--- config.mk ---
export PLATFORM = sky130hd
export DESIGN_NAME = kslq_ram
export DESIGN_NICKNAME = d
export VERILOG_FILES = /design/src/rtl/core/kslq_ram.sv
export SDC_FILE = /design/constraint.sdc
export NUM_CORES = 1
export LEC_CHECK = 0
export ABC_AREA = 1
export ABC_CLOCK_PERIOD_IN_PS = 2200
export BUFFER_PORTS_ARGS = -buffer_cell sky130_fd_sc_hd__buf_2
export CAP_MARGIN = 5
export CORE_ASPECT_RATIO = 0.8
export CORE_MARGIN = 3
export CORE_UTILIZATION = 45
export DETAILED_ROUTE_END_ITERATION = 12
export SKIP_CTS_REPAIR_TIMING = 1
export SLEW_MARGIN = 30
export SYNTH_ARGS = -nofsm -noshare
export SYNTH_HDL_FRONTEND = slang
export SYNTH_SLANG_ARGS = --single-unit
--- constraint.sdc ---
create_clock -name clk -period 2.2 [get_ports clk]
set_input_delay 0 -clock clk [delete_from_list [all_inputs] [get_ports clk]]
set_output_delay 0 -clock clk [all_outputs]
set_load 0.03 [all_outputs]
--- src/rtl/core/kslq_ram.sv ---
// kslq_ram: generic simple dual-port RAM, one write and one registered read
// port. No dependencies.
`default_nettype none

module kslq_ram #(
    parameter int WIDTH = 8,
    parameter int DEPTH = 16
) (
    input  wire logic                     clk,
    input  wire logic                     wr_en,
    input  wire logic [$clog2(DEPTH)-1:0] wr_addr,
    input  wire logic [WIDTH-1:0]         wr_data,
    input  wire logic                     rd_en,
    input  wire logic [$clog2(DEPTH)-1:0] rd_addr,
    output logic      [WIDTH-1:0]         rd_data
);

    logic [WIDTH-1:0] mem [DEPTH];

    // write port
    always_ff @(posedge clk) begin
        if (wr_en) begin
            mem[wr_addr] <= wr_data;
        end
    end

    // registered read port
    always_ff @(posedge clk) begin
        if (rd_en) begin
            rd_data <= mem[rd_addr];
        end
    end

endmodule

`default_nettype wire

# After elaboration in Yosys (flattened, before gate mapping)
# Memory sizes are Yosys's and may differ from the RTL's. A register that Yosys moved wholly into a read port is not among the register bits.
# Cells that the tools add are included.
[word_totals] ff_bits=0 ramBits=128 output_inout_bits=8 memories=1
[mem_list] name="mem" depth=16 word_bits=8 rd=1 rd_clocked_by_memory_dff=1 write_ports=1 line_no="18" text="logic [WIDTH-1:0] mem [DEPTH];"
[classes] n_mux=2
[op_table] operator="1-bit two-way mux" n=2

# Logic depth before layout (Yosys ltp)
[logic_depth] depth_word=2 depth_mapped=8

# Worst setup path before layout
# No wires, ideal clock.
[synth_timing] path_kind="input-to-reg" start="in wr_addr[2]" end="mem mem[10][0] (enable)" setup_ns=0.370 arrival_ns=0.581 required_ns=1.830 slack_ns=1.249 cell_stages=2 path_buffers=0 path_cell_list="nand3b_1 nor2_1"
[synth_lines] item="from (decl)" line_no="11" text="input wire logic [$clog2(DEPTH)-1:0] wr_addr,"
[synth_lines] item="to (decl)" line_no="18"
# Straight into the memory's write port.

==> results.txt <==
Status: complete, no violations
Finish-stage setup viols: 0
Worst hold margin: 0.00910 ns
Rows: 36
Initial Utilization: 47.0%
Tmin final: 1.33 ns
Fill count: 1128
Critical path type: in2reg
GRT Util Overall: 20.3%
Finished Cell Area: 6690 um^2
Dpl ws: 0.492 ns
Gp weighted congestion: 0.867
Worst hold path class: in2reg
Least-Margin Pin Slew: 1.03 ns
Worst slew margin: 31.0%
CP Launch Type: input port
Sequential-to-total area share from yosys stat: 69.8%
Sink Count: 136
Max-slew violation count: 0
Fin. Hold Viols: 0
Number of synthesized register bits: 136
Die Area: 14400 um^2
IO Pins: 27
Yosys cell types: 11
Via count of the routed design: 3840
Crit path DAT: 1.51 ns
Max-cap violations: 0
Dpl cell area: 6070 um^2
Clock tree buffer depth: 2
Layout cells sized above 1: 10.8%
FF-to-FF End: rd_data[6]
CORE AREA: 12400 um^2
Global-route wire length before repair: 21.3 mm
Clock skew: 0.00725 ns
Crit path capture: rd_data[6]
RSZ-0062 raised after global routing: no
Post-Syn Area per Cell: 10.6 um^2
Wire per inst: 18.2 um
Clock tree from TritonCTS: done
Critical Path Fanout Max: 33
Global route overflow: 0
Leakage: 2.85 nW
P&R area growth vs syn: 14.4%
Vias in the first global route: 3667
Worst Reg2Reg Path Length in Cells: 6
H-tree depth: 4
CP startpoint: rd_addr[1]
Most frequent cells in the layout: 173 x nand2_1, 136 x edfxtp_1, 100 x inv_1
Drt drc: 0
CTS buffer count: 17
Placed Instances: 728
Die W: 133 um
Final core utilization: 53.8%
Initial antenna violation count: 0
Antenna cells: 0
Clock Tree Root: clkbuf_16
Fin nets: 596
Drt pass-1 iters: 5
Setup total negative slack: 0 ns
Routed vias/inst: 5.05
Power per Cell Area: 932 nW/um^2
Total power: 6.23 mW
Antenna Nets Post-Route: 0
Max frequency: 751 MHz
DR iter-0 viols: 472
Final Cycle Share: 60.5%
VDD IR max: 0.875 mV
Mapped cell area: 5850 um^2
Largest net degree at the start of global routing: 65
CP Capture Type: flip-flop
Post-Route WL: 13.9 mm
Worst Setup Slack, final: 0.869 ns
Reg clk slew, reported paths: 0.06 ns
Worst r2r src: mem[13][6]
Die height: 108 um
Mapped Nets: 570
Post-detailed-placement half-perimeter wirelength: 8.71 mm
Synth Instances: 551
FF-to-FF setup slack: 1.03 ns
WP data required: 2.37 ns
Ys Warns: 0
Final cell count without fillers: 761
Commonest non-fill, non-tap cell in the layout: nand2_1
Worst-Skew Late Latency: 0.42 ns
Port bufs: 26
power by group:
| group | switching [mW] | total [mW] | internal [mW] |
|---|---|---|---|
| combinational | 0.275 | 0.369 | 0.0939 |
| clock | 1.05 | 2.92 | 1.87 |
| sequential | 0.0199 | 2.94 | 2.92 |
| total | 1.34 | 6.23 | 4.89 |
sequential cells by signal, summed over array words and instances (netlist names):
signal,cells
mem,128
rd_data,8
cell usage after synthesis:
cell type	number	area, um^2
nor2_1	17	63.8
buf_2	13	65.1
buf_4	4	30.0
nand3_1	97	485
buf_1	1	3.75
nand2_1	173	649
inv_2	2	7.51
edfxtp_1	136	4080
inv_1	100	375
buf_6	6	67.6
nand3b_1	2	15.0
worst max-delay path, stage by stage:
cell and delay, ns:
buf_2 0.51, inv_2 0.43, nand3_1 0.22, nand3_1 0.15
nand3_1 0.13, nand2_1 0.05
metal layers:
layer  share of wire (%)  GRT usage [%]
met3                 8.0           4.93
met1                  48           31.2
met4                 1.6           7.34
met5                   0              0
met2                  42           28.0
kinds of logic (layout without fill, tap and decap cells):
logic type,count (synthesis),in the layout,synth area share [%]
AND/OR/NAND/NOR,289,289,20.8
flip-flops,136,136,69.8
buffers and inverters,126,165,9.39
cell type report:
class	instances	area, um^2	share of cell area, %
multi-input combinational	289	1220	18.2
tap	171	214	3.20
clock buffer	17	425	6.36
inverter	102	383	5.72
timing repair buffer	31	183	2.73
clock inverter	15	184	2.75
sequential	136	4080	61.1
how the worst min path moves through the flow:
stage	startpoint	to	cells after the start
2_1_floorplan	wr_data[0]	mem[0][0]	0
3_3_place_gp	rd_en	rd_data[5]	1
3_5_place_dp	rd_en	rd_data[0]	1
4_1_cts	rd_en	rd_data[1]	1
5_1_grt	wr_data[4]	mem[11][4]	1
6_report	wr_data[4]	mem[10][4]	1
Note: power is estimated with default switching activity, not from simulation.
